`config.mk`:
```
export PLATFORM = sky130hd
export DESIGN_NAME = mini_language_tokenizer
export DESIGN_NICKNAME = d
export VERILOG_FILES = /design/src/sv/mlt_pkg.sv /design/src/sv/mini_language_tokenizer.sv /design/src/sv/mlt_ram.sv /design/src/sv/mlt_dp.sv /design/src/sv/mlt_ctrl.sv
export SDC_FILE = /design/constraint.sdc
export NUM_CORES = 1
export LEC_CHECK = 0
export BUFFER_PORTS_ARGS = -buffer_cell sky130_fd_sc_hd__clkbuf_2
export CAP_MARGIN = 20
export CORE_MARGIN = 3
export CORE_UTILIZATION = 43
export DETAILED_ROUTE_END_ITERATION = 12
export SYNTH_ARGS = -nofsm -noshare
export SYNTH_HDL_FRONTEND = slang
export SYNTH_SLANG_ARGS = --single-unit
```
`constraint.sdc`:
```
create_clock -name clk_i -period 8.9 [get_ports clk_i]
set_input_delay 0.89 -clock clk_i [delete_from_list [all_inputs] [get_ports clk_i]]
set_output_delay 0.89 -clock clk_i [all_outputs]
set_load 0.02 [all_outputs]
```
`src/sv/mlt_pkg.sv`:
```
package mlt_pkg;

  localparam int unsigned MAX_IDENT_LEN_DEF = 63;

  localparam int unsigned CHAR_W      = 8;
  localparam int unsigned KIND_W      = 4;
  localparam int unsigned VALUE_W     = 31;
  localparam int unsigned POS_W       = 6;
  localparam int unsigned OUT_FIELD_W = VALUE_W + CHAR_W + POS_W + POS_W;
  localparam int unsigned OUT_TDATA_W = ((OUT_FIELD_W + 7) / 8) * 8;

  typedef enum logic [KIND_W-1:0] {
    K_IDENT   = 4'd0,
    K_NUMBER  = 4'd1,
    K_PRINT   = 4'd2,
    K_PLUS    = 4'd3,
    K_MINUS   = 4'd4,
    K_STAR    = 4'd5,
    K_SLASH   = 4'd6,
    K_PERCENT = 4'd7,
    K_EQUAL   = 4'd8,
    K_LPAREN  = 4'd9,
    K_RPAREN  = 4'd10,
    K_NEWLINE = 4'd11,
    K_END     = 4'd12,
    K_ERROR   = 4'd13
  } tok_kind_e;

  // which source feeds the output register
  typedef enum logic [2:0] {
    SEL_NUMBER,
    SEL_PRINT,
    SEL_IDENT,
    SEL_FRESH,
    SEL_ERROR
  } emit_sel_e;

  typedef struct packed {
    logic      accept;
    logic      acc_load;
    logic      acc_step;
    logic      id_start;
    logic      id_append;
    logic      rd_first;
    logic      rd_next;
    logic      emit;
    emit_sel_e emit_sel;
    logic      emit_last;
  } dp_cmd_t;

  typedef struct packed {
    logic is_space;
    logic is_digit;
    logic is_alpha;
    logic is_token;
    logic is_zero;
    logic count_full;
    logic is_print;
    logic flush_last;
    logic out_free;
  } dp_stat_t;

endpackage

```
`src/sv/mini_language_tokenizer.sv`:
```
// channel  dir  fields
// s_axis   in   tdata[7:0] char_byte
// m_axis   out  tdata number_value, text_byte, char_index, ident_length;
//               tuser token_kind; tlast last_of_item
//
// a byte is accepted in the wait state, then lexed in the lex state
// a byte that closes a number or print is lexed again after its item; one
// that closes an identifier first flushes the ram, an item per character
// the output register holds a stalled item; lexing waits until it drains
// reset returns to the idle lexer; the identifier buffer needs no clearing
module mini_language_tokenizer import mlt_pkg::*; #(
  parameter int unsigned MAX_IDENT_LEN = MAX_IDENT_LEN_DEF
) (
  input  logic                   clk_i,
  input  logic                   rst_ni,
  input  logic                   s_axis_tvalid_i,
  output logic                   s_axis_tready_o,
  input  logic [CHAR_W-1:0]      s_axis_tdata_i,   // [7:0] char_byte
  output logic                   m_axis_tvalid_o,
  input  logic                   m_axis_tready_i,
  // [30:0] number_value, [38:31] text_byte, [44:39] char_index,
  // [50:45] ident_length, [55:51] zero
  output logic [OUT_TDATA_W-1:0] m_axis_tdata_o,
  output logic [KIND_W-1:0]      m_axis_tuser_o,   // [3:0] token_kind
  output logic                   m_axis_tlast_o
);

  dp_cmd_t  cmd;
  dp_stat_t stat;

  mlt_ctrl u_ctrl (
    .clk_i      (clk_i),
    .rst_ni     (rst_ni),
    .s_tvalid_i (s_axis_tvalid_i),
    .s_tready_o (s_axis_tready_o),
    .stat_i     (stat),
    .cmd_o      (cmd)
  );

  mlt_dp #(
    .MAX_IDENT_LEN (MAX_IDENT_LEN)
  ) u_dp (
    .clk_i      (clk_i),
    .rst_ni     (rst_ni),
    .s_tdata_i  (s_axis_tdata_i),
    .cmd_i      (cmd),
    .stat_o     (stat),
    .m_tready_i (m_axis_tready_i),
    .m_tvalid_o (m_axis_tvalid_o),
    .m_tdata_o  (m_axis_tdata_o),
    .m_tuser_o  (m_axis_tuser_o),
    .m_tlast_o  (m_axis_tlast_o)
  );

endmodule

```
`src/sv/mlt_ram.sv`:
```
module mlt_ram #(
  parameter int unsigned WIDTH = 8,
  parameter int unsigned DEPTH = 63,
  localparam int unsigned AW = (DEPTH > 1) ? $clog2(DEPTH) : 1
) (
  input  logic             clk_i,
  input  logic             we_i,
  input  logic [AW-1:0]    waddr_i,
  input  logic [WIDTH-1:0] wdata_i,
  input  logic             re_i,
  input  logic [AW-1:0]    raddr_i,
  output logic [WIDTH-1:0] rdata_o
);

  logic [WIDTH-1:0] mem [DEPTH];
  logic [WIDTH-1:0] rdata_q;

  always_ff @(posedge clk_i) begin
    if (we_i) begin
      mem[waddr_i] <= wdata_i;
    end
    if (re_i) begin
      rdata_q <= mem[raddr_i];
    end
  end

  assign rdata_o = rdata_q;

endmodule

```
`src/sv/mlt_dp.sv`:
```
module mlt_dp import mlt_pkg::*; #(
  parameter int unsigned MAX_IDENT_LEN = MAX_IDENT_LEN_DEF
) (
  input  logic                   clk_i,
  input  logic                   rst_ni,
  input  logic [CHAR_W-1:0]      s_tdata_i,
  input  dp_cmd_t                cmd_i,
  output dp_stat_t               stat_o,
  input  logic                   m_tready_i,
  output logic                   m_tvalid_o,
  output logic [OUT_TDATA_W-1:0] m_tdata_o,
  output logic [KIND_W-1:0]      m_tuser_o,
  output logic                   m_tlast_o
);

  localparam int unsigned AW = (MAX_IDENT_LEN > 1) ? $clog2(MAX_IDENT_LEN) : 1;
  localparam int unsigned CW = $clog2(MAX_IDENT_LEN + 1);
  localparam int unsigned KW_LEN = 5;

  localparam logic [CHAR_W-1:0] CH_TAB     = 8'h09;
  localparam logic [CHAR_W-1:0] CH_NL      = 8'h0A;
  localparam logic [CHAR_W-1:0] CH_CR      = 8'h0D;
  localparam logic [CHAR_W-1:0] CH_SPACE   = 8'h20;
  localparam logic [CHAR_W-1:0] CH_PERCENT = 8'h25;
  localparam logic [CHAR_W-1:0] CH_LPAREN  = 8'h28;
  localparam logic [CHAR_W-1:0] CH_RPAREN  = 8'h29;
  localparam logic [CHAR_W-1:0] CH_STAR    = 8'h2A;
  localparam logic [CHAR_W-1:0] CH_PLUS    = 8'h2B;
  localparam logic [CHAR_W-1:0] CH_MINUS   = 8'h2D;
  localparam logic [CHAR_W-1:0] CH_SLASH   = 8'h2F;
  localparam logic [CHAR_W-1:0] CH_0       = 8'h30;
  localparam logic [CHAR_W-1:0] CH_9       = 8'h39;
  localparam logic [CHAR_W-1:0] CH_EQUAL   = 8'h3D;
  localparam logic [CHAR_W-1:0] CH_UA      = 8'h41;
  localparam logic [CHAR_W-1:0] CH_UZ      = 8'h5A;
  localparam logic [CHAR_W-1:0] CH_LA      = 8'h61;
  localparam logic [CHAR_W-1:0] CH_LZ      = 8'h7A;
  localparam logic [CHAR_W-1:0] CH_NUL     = 8'h00;

  localparam logic [VALUE_W-1:0] NUM_MAX = 31'h7FFF_FFFF;

  function automatic logic [CHAR_W-1:0] kw_print(input logic [2:0] pos);
    logic [CHAR_W-1:0] ch;
    case (pos)
      3'd0:    ch = 8'h70;
      3'd1:    ch = 8'h72;
      3'd2:    ch = 8'h69;
      3'd3:    ch = 8'h6E;
      3'd4:    ch = 8'h74;
      default: ch = 8'h00;
    endcase
    return ch;
  endfunction

  logic [CHAR_W-1:0]      char_q, char_d;
  logic [VALUE_W-1:0]     acc_q, acc_d;
  logic [CW-1:0]          count_q, count_d;
  logic                   pm_q, pm_d;
  logic [AW-1:0]          idx_q, idx_d;
  logic                   out_valid_q, out_valid_d;
  logic [KIND_W-1:0]      out_kind_q, out_kind_d;
  logic [VALUE_W-1:0]     out_value_q, out_value_d;
  logic [CHAR_W-1:0]      out_text_q, out_text_d;
  logic [POS_W-1:0]       out_idx_q, out_idx_d;
  logic [POS_W-1:0]       out_len_q, out_len_d;
  logic                   out_last_q, out_last_d;

  logic [VALUE_W+3:0]     prod;
  logic                   is_digit, is_alpha, is_space, is_token;
  tok_kind_e              fresh_kind;
  logic                   ram_we, ram_re;
  logic [AW-1:0]          ram_waddr, ram_raddr;
  logic [CHAR_W-1:0]      ram_rdata;
  logic                   out_free;

  assign is_digit = (char_q >= CH_0) && (char_q <= CH_9);
  assign is_alpha = ((char_q >= CH_LA) && (char_q <= CH_LZ)) ||
                    ((char_q >= CH_UA) && (char_q <= CH_UZ));
  assign is_space = (char_q == CH_SPACE) || (char_q == CH_TAB) || (char_q == CH_CR);

  always_comb begin
    is_token   = 1'b1;
    fresh_kind = K_END;
    case (char_q)
      CH_PLUS:    fresh_kind = K_PLUS;
      CH_MINUS:   fresh_kind = K_MINUS;
      CH_STAR:    fresh_kind = K_STAR;
      CH_SLASH:   fresh_kind = K_SLASH;
      CH_PERCENT: fresh_kind = K_PERCENT;
      CH_EQUAL:   fresh_kind = K_EQUAL;
      CH_LPAREN:  fresh_kind = K_LPAREN;
      CH_RPAREN:  fresh_kind = K_RPAREN;
      CH_NL:      fresh_kind = K_NEWLINE;
      CH_NUL:     fresh_kind = K_END;
      default:    is_token   = 1'b0;
    endcase
  end

  assign out_free = !out_valid_q || m_tready_i;

  assign stat_o.is_space   = is_space;
  assign stat_o.is_digit   = is_digit;
  assign stat_o.is_alpha   = is_alpha;
  assign stat_o.is_token   = is_token;
  assign stat_o.is_zero    = (char_q == CH_NUL);
  assign stat_o.count_full = (count_q >= CW'(MAX_IDENT_LEN));
  assign stat_o.is_print   = pm_q && (count_q == CW'(KW_LEN));
  assign stat_o.flush_last = ((CW'(idx_q) + CW'(1)) == count_q);
  assign stat_o.out_free   = out_free;

  // acc * 10 + digit as two shifted copies
  assign prod = ({4'b0, acc_q} << 3) + ({4'b0, acc_q} << 1) + (VALUE_W+4)'(char_q[3:0]);

  always_comb begin
    char_d  = char_q;
    acc_d   = acc_q;
    count_d = count_q;
    pm_d    = pm_q;
    idx_d   = idx_q;
    if (cmd_i.accept) begin
      char_d = s_tdata_i;
    end
    if (cmd_i.acc_load) begin
      acc_d = VALUE_W'(char_q[3:0]);
    end else if (cmd_i.acc_step) begin
      acc_d = (prod > {4'b0, NUM_MAX}) ? NUM_MAX : prod[VALUE_W-1:0];
    end
    if (cmd_i.id_start) begin
      count_d = CW'(1);
      pm_d    = (char_q == kw_print(3'd0));
    end else if (cmd_i.id_append) begin
      count_d = count_q + CW'(1);
      if (count_q < CW'(KW_LEN)) begin
        pm_d = pm_q && (char_q == kw_print(count_q[2:0]));
      end
    end
    if (cmd_i.rd_first) begin
      idx_d = '0;
    end else if (cmd_i.rd_next) begin
      idx_d = idx_q + AW'(1);
    end
  end

  assign ram_we    = cmd_i.id_start || cmd_i.id_append;
  assign ram_waddr = cmd_i.id_start ? '0 : count_q[AW-1:0];
  assign ram_re    = cmd_i.rd_first || cmd_i.rd_next;
  assign ram_raddr = cmd_i.rd_first ? '0 : idx_q + AW'(1);

  mlt_ram #(
    .WIDTH (CHAR_W),
    .DEPTH (MAX_IDENT_LEN)
  ) u_ram (
    .clk_i   (clk_i),
    .we_i    (ram_we),
    .waddr_i (ram_waddr),
    .wdata_i (char_q),
    .re_i    (ram_re),
    .raddr_i (ram_raddr),
    .rdata_o (ram_rdata)
  );

  always_comb begin
    out_valid_d = out_valid_q;
    out_kind_d  = out_kind_q;
    out_value_d = out_value_q;
    out_text_d  = out_text_q;
    out_idx_d   = out_idx_q;
    out_len_d   = out_len_q;
    out_last_d  = out_last_q;
    if (cmd_i.emit) begin
      out_valid_d = 1'b1;
      out_value_d = '0;
      out_text_d  = '0;
      out_idx_d   = '0;
      out_len_d   = '0;
      out_last_d  = cmd_i.emit_last;
      case (cmd_i.emit_sel)
        SEL_NUMBER: begin
          out_kind_d  = K_NUMBER;
          out_value_d = acc_q;
        end
        SEL_PRINT: begin
          out_kind_d = K_PRINT;
        end
        SEL_IDENT: begin
          out_kind_d = K_IDENT;
          out_text_d = ram_rdata;
          out_idx_d  = POS_W'(idx_q);
          out_len_d  = POS_W'(count_q);
        end
        SEL_FRESH: begin
          out_kind_d = fresh_kind;
        end
        SEL_ERROR: begin
          out_kind_d = K_ERROR;
          out_text_d = char_q;
        end
        default: begin
          out_kind_d = K_ERROR;
        end
      endcase
    end else if (m_tready_i) begin
      out_valid_d = 1'b0;
    end
  end

  always_ff @(posedge clk_i or negedge rst_ni) begin
    if (!rst_ni) begin
      count_q     <= '0;
      out_valid_q <= 1'b0;
    end else begin
      count_q     <= count_d;
      out_valid_q <= out_valid_d;
    end
  end

  always_ff @(posedge clk_i) begin
    char_q      <= char_d;
    acc_q       <= acc_d;
    pm_q        <= pm_d;
    idx_q       <= idx_d;
    out_kind_q  <= out_kind_d;
    out_value_q <= out_value_d;
    out_text_q  <= out_text_d;
    out_idx_q   <= out_idx_d;
    out_len_q   <= out_len_d;
    out_last_q  <= out_last_d;
  end

  assign m_tvalid_o = out_valid_q;
  assign m_tuser_o  = out_kind_q;
  assign m_tlast_o  = out_last_q;
  assign m_tdata_o  = {(OUT_TDATA_W - OUT_FIELD_W)'(0), out_len_q, out_idx_q,
                       out_text_q, out_value_q};

endmodule

```
`src/sv/mlt_ctrl.sv`:
```
module mlt_ctrl import mlt_pkg::*; (
  input  logic     clk_i,
  input  logic     rst_ni,
  input  logic     s_tvalid_i,
  output logic     s_tready_o,
  input  dp_stat_t stat_i,
  output dp_cmd_t  cmd_o
);

  typedef enum logic [1:0] {
    ST_WAIT,
    ST_LEX,
    ST_FLUSH
  } state_e;

  typedef enum logic [1:0] {
    M_IDLE,
    M_NUM,
    M_IDENT,
    M_DISCARD
  } mode_e;

  state_e  state_q, state_d;
  mode_e   mode_q, mode_d;
  dp_cmd_t cmd;
  logic    fresh_quiet;

  // a fresh lex of these bytes gives no result of its own
  assign fresh_quiet = stat_i.is_space || stat_i.is_digit || stat_i.is_alpha;

  always_comb begin
    cmd          = '0;
    cmd.emit_sel = SEL_FRESH;
    state_d      = state_q;
    mode_d       = mode_q;
    case (state_q)
      ST_WAIT: begin
        if (s_tvalid_i) begin
          cmd.accept = 1'b1;
          state_d    = ST_LEX;
        end
      end
      ST_LEX: begin
        if (stat_i.out_free) begin
          case (mode_q)
            M_DISCARD: begin
              if (stat_i.is_zero) begin
                mode_d = M_IDLE;
              end
              state_d = ST_WAIT;
            end
            M_NUM: begin
              if (stat_i.is_digit) begin
                cmd.acc_step = 1'b1;
                state_d      = ST_WAIT;
              end else begin
                cmd.emit      = 1'b1;
                cmd.emit_sel  = SEL_NUMBER;
                cmd.emit_last = fresh_quiet;
                mode_d        = M_IDLE;
              end
            end
            M_IDENT: begin
              if (stat_i.is_digit || stat_i.is_alpha) begin
                if (stat_i.count_full) begin
                  cmd.emit      = 1'b1;
                  cmd.emit_sel  = SEL_ERROR;
                  cmd.emit_last = 1'b1;
                  mode_d        = M_DISCARD;
                end else begin
                  cmd.id_append = 1'b1;
                end
                state_d = ST_WAIT;
              end else if (stat_i.is_print) begin
                cmd.emit      = 1'b1;
                cmd.emit_sel  = SEL_PRINT;
                cmd.emit_last = fresh_quiet;
                mode_d        = M_IDLE;
              end else begin
                cmd.rd_first = 1'b1;
                state_d      = ST_FLUSH;
              end
            end
            M_IDLE: begin
              state_d = ST_WAIT;
              if (stat_i.is_space) begin
                mode_d = M_IDLE;
              end else if (stat_i.is_digit) begin
                cmd.acc_load = 1'b1;
                mode_d       = M_NUM;
              end else if (stat_i.is_alpha) begin
                cmd.id_start = 1'b1;
                mode_d       = M_IDENT;
              end else if (stat_i.is_token) begin
                cmd.emit      = 1'b1;
                cmd.emit_sel  = SEL_FRESH;
                cmd.emit_last = 1'b1;
              end else begin
                cmd.emit      = 1'b1;
                cmd.emit_sel  = SEL_ERROR;
                cmd.emit_last = 1'b1;
                mode_d        = M_DISCARD;
              end
            end
            default: begin
              mode_d  = M_IDLE;
              state_d = ST_WAIT;
            end
          endcase
        end
      end
      ST_FLUSH: begin
        // read data for the current index is in the ram output register
        if (stat_i.out_free) begin
          cmd.emit      = 1'b1;
          cmd.emit_sel  = SEL_IDENT;
          cmd.emit_last = stat_i.flush_last && fresh_quiet;
          if (stat_i.flush_last) begin
            mode_d  = M_IDLE;
            state_d = ST_LEX;
          end else begin
            cmd.rd_next = 1'b1;
          end
        end
      end
      default: begin
        state_d = ST_WAIT;
      end
    endcase
  end

  always_ff @(posedge clk_i or negedge rst_ni) begin
    if (!rst_ni) begin
      state_q <= ST_WAIT;
      mode_q  <= M_IDLE;
    end else begin
      state_q <= state_d;
      mode_q  <= mode_d;
    end
  end

  assign s_tready_o = (state_q == ST_WAIT);
  assign cmd_o      = cmd;

endmodule

```
==> results_dict.tcl <==
set metrics [dict create \
    status "finished clean" \
    die_width_um 260.9 \
    clk_latency_ns 0.60 \
    fill_cells 5466 \
    crit_chain "buf_4, or4_4, o22ai_4, o21ai_1, and3_1, nand4_1, nor3_1" \
    yosys_register_bits 625 \
    ys_seq_area_frac 0.6580 \
    fin_skew_ns 0.02060 \
    clkPwrFrac 0.290 \
    netlist_area_mm2 0.02794 \
    area_growth_pct 12.19 \
    hold_viol 0 \
    grt_antenna_before_repair 0 \
    synth_top_family_by_area "compound AO/OA/AOI/OAI gates" \
    ys_async_sr_fraction 0.01760 \
    grt_pass1_vias 17680 \
    start_util 0.4389 \
    synthSimpleGateAreaFrac 0.08576 \
    r2r_cells 7 \
    path_class "reg2reg" \
    cp_data_required_time_ns 9.12 \
    hpwlAfterDp_mm 47.54 \
    relSlewSlack 0.2427 \
    synth_edf_count 581 \
    cts_buffer_depth 3 \
    cts_setup_buffers 0 \
    path_max_fanout 81 \
    seq_power_share 0.393 \
    cellPowerDensity_mw_per_mm2 309.8 \
    synth_cell_types 87 \
    hold_buffers 0 \
    worst_pin_slew_ns 1.131 \
    core-area_mm2 0.06366 \
    ant_nets 0 \
    power_w 0.009711 \
    fin_setup_tns_ns 0 \
    layout_commonest_cell "edfxtp_1" \
    synth-main-ff-cell "edfxtp_1" \
    multi_input_area_mm2 0.008876 \
    slew_viol_final 0 \
    max_stage_delay_ns 1.03 \
    dieArea_mm2 0.06807 \
    postSynthAreaPerCell_um2 13.44 \
    period_minus_slack_ns 5.171 \
    critPathTopFamily "simple AND/OR/NAND/NOR gates" \
    net-switching-power_w 0.003442 \
    drc 0 \
    cts_tree "done" \
    p_leak_nw 10.63 \
    ctsResizeCount 0 \
    crit_arrival_ns 5.39 \
    min_path_type "in2async" \
    ir_drop_v 0.0001502 \
    crit_cells 7 \
    power.share.combinational 0.317 \
    rows 92 \
    slowest_stage "nor3_1" \
    crit_path_end_kind "flip-flop" \
    fin_area_mm2 0.03134 \
    rsz0062_at_grt "no" \
    layout-drive-gt1-share 0.1366 \
    portBuffers 69 \
    num_vias 17990 \
    grt_max_degree 82 \
    p_int_w 0.006269 \
    avgViaCountPerCell 5.951 \
    h-tree-depth 3 \
    numCtsBuffers 68 \
    fin_nets 2209 \
    cts-root-buf "clkbuf_16" \
    grt_pass1_wl_mm 111.7 \
    grt_usage 0.2176 \
    cp-start-kind "flip-flop" \
    first_pass_iters 6 \
    placed_area_mm2 0.02905 \
    pin_count 75 \
    overflow 0 \
    detail_route.wirelength_mm 73.82 \
    synth_xor_area_frac 0.01505 \
    fmax_mhz 193.4 \
    setup_viol 0 \
    regArea_mm2 0.01839 \
    yosysWarnings 0 \
    synth_fa_ha_area_frac 0.03359 \
    synth.area.mux_share 0.04967 \
    synth_compound_area_frac 0.1299 \
    max_cap_viol_count 0 \
    r2r_slack_ns 3.73 \
    syn_inst 2079 \
    gp_congestion 0.9126 \
    period_share 0.5810 \
    die_h_um 260.9 \
    path_clk_slew_ns 0.06 \
    final_cell_mix "edfxtp_1 (581), o21ai_0 (136), a21oi_1 (123)" \
    critPathBufInv 1 \
    numClockSinks 625 \
    switching_share 0.3544 \
    wl_per_cell_um 24.43 \
    drt_iter0_drc 1983 \
]
## metal layers
layer / share of wire / vias up / routed length (um) / GRT usage
li1: - / 8144 / - / -
met1: 0.43 / 8959 / 31620 / 0.2992
met2: 0.47 / 739 / 34330 / 0.3507
met3: 0.077 / 143 / 5648 / 0.04066
met4: 0.030 / 0 / 2216 / 0.06906
met5: 0 / - / 0 / 0
## synth_stat cells, types with 9 or more instances
library cell,number,area share
o21ai_0,137,0.025
a21o_1,18,0.0048
and3_1,12,0.0027
mux2i_1,70,0.025
nand2b_1,9,0.0020
o21a_1,9,0.0024
a31oi_1,41,0.0092
nand3_1,40,0.0072
xnor2_1,22,0.0069
ha_1,71,0.032
nor2_1,108,0.015
mux2_2,49,0.020
or3_1,23,0.0052
o221ai_1,17,0.0053
inv_1,26,0.0035
o22ai_1,26,0.0058
edfxtp_1,581,0.62
buf_4,12,0.0032
nand3b_1,9,0.0024
clkbuf_1,73,0.0098
nor3_1,33,0.0059
and2_1,61,0.014
a222oi_1,14,0.0050
nor2b_1,21,0.0047
a211oi_1,61,0.016
xor2_1,26,0.0082
dfrtp_1,11,0.0099
buf_2,41,0.0073
a21oi_1,125,0.022
dfxtp_1,33,0.024
o21ai_1,34,0.0061
nand4_1,18,0.0040
nand2_1,112,0.015
## worst paths after layout
kind                                        start               endpoint
max in group asynchronous                  rst_ni        u_dp.count_q[3]
worst max register to register     u_dp.char_q[0]  u_dp.u_ram.mem[31][6]
min in group clk_i              s_axis_tdata_i[5]         u_dp.char_q[5]
worst max-delay path               u_dp.char_q[0]  u_dp.u_ram.mem[31][6]
worst min register to register      u_dp.idx_q[1]          u_dp.idx_q[1]
worst min-delay path                       rst_ni        u_dp.count_q[1]
## through the flow
step                      instances  hold WS, ns    util  worst slack (ns)
after global placement         2893       0.5521  0.4562             3.415
final                          3022       0.1890  0.4924             3.729
after floorplan                2083       0.4980       -             1.840
after CTS                      3016       0.1731  0.4914             3.138
after global routing           3021       0.1921  0.4923             3.458
after detailed placement       2895       0.5515  0.4564             3.183
## registers in the layout, summed over array words and instances, names as in the netlist, 8 cells and up
| name | count |
|---|---|
| u_dp.acc_q | 31 |
| u_dp.char_q | 8 |
| u_dp.out_text_q | 8 |
| u_dp.out_value_q | 31 |
| u_dp.u_ram.mem | 504 |
| u_dp.u_ram.rdata_o | 8 |
## cell families (layout without fill, tap and decap cells)
family | count (synthesis) | in the layout
fa+ha+maj | 74 | 74
xor+xnor | 48 | 48
flops | 625 | 625
compound gates | 566 | 566
simple gates | 472 | 472
mux | 125 | 125
other cells | 1 | 6
buf+inv | 168 | 260
## power groups by stage
stage	sequential, W	clock (W)	combinational (W)
after floorplan	0.00396	0	0.00202
after global placement	0.00388	0	0.00303
after detailed placement	0.00388	0	0.00305
after CTS	0.00382	0.00287	0.00307
after global routing	0.00384	0.00297	0.00336
final	0.00382	0.00281	0.00308
## layout make-up
type / count / area share
inverter: 27 / 0.003234
antenna: 1 / 0.00007984
multi-input combinational: 1290 / 0.2832
clock buffer: 87 / 0.05924
sequential: 625 / 0.5866
timing repair buffer: 112 / 0.02196
clock inverter: 34 / 0.01190
tap: 846 / 0.03377
No activity file was read; power rests on OpenSTA's default activity.
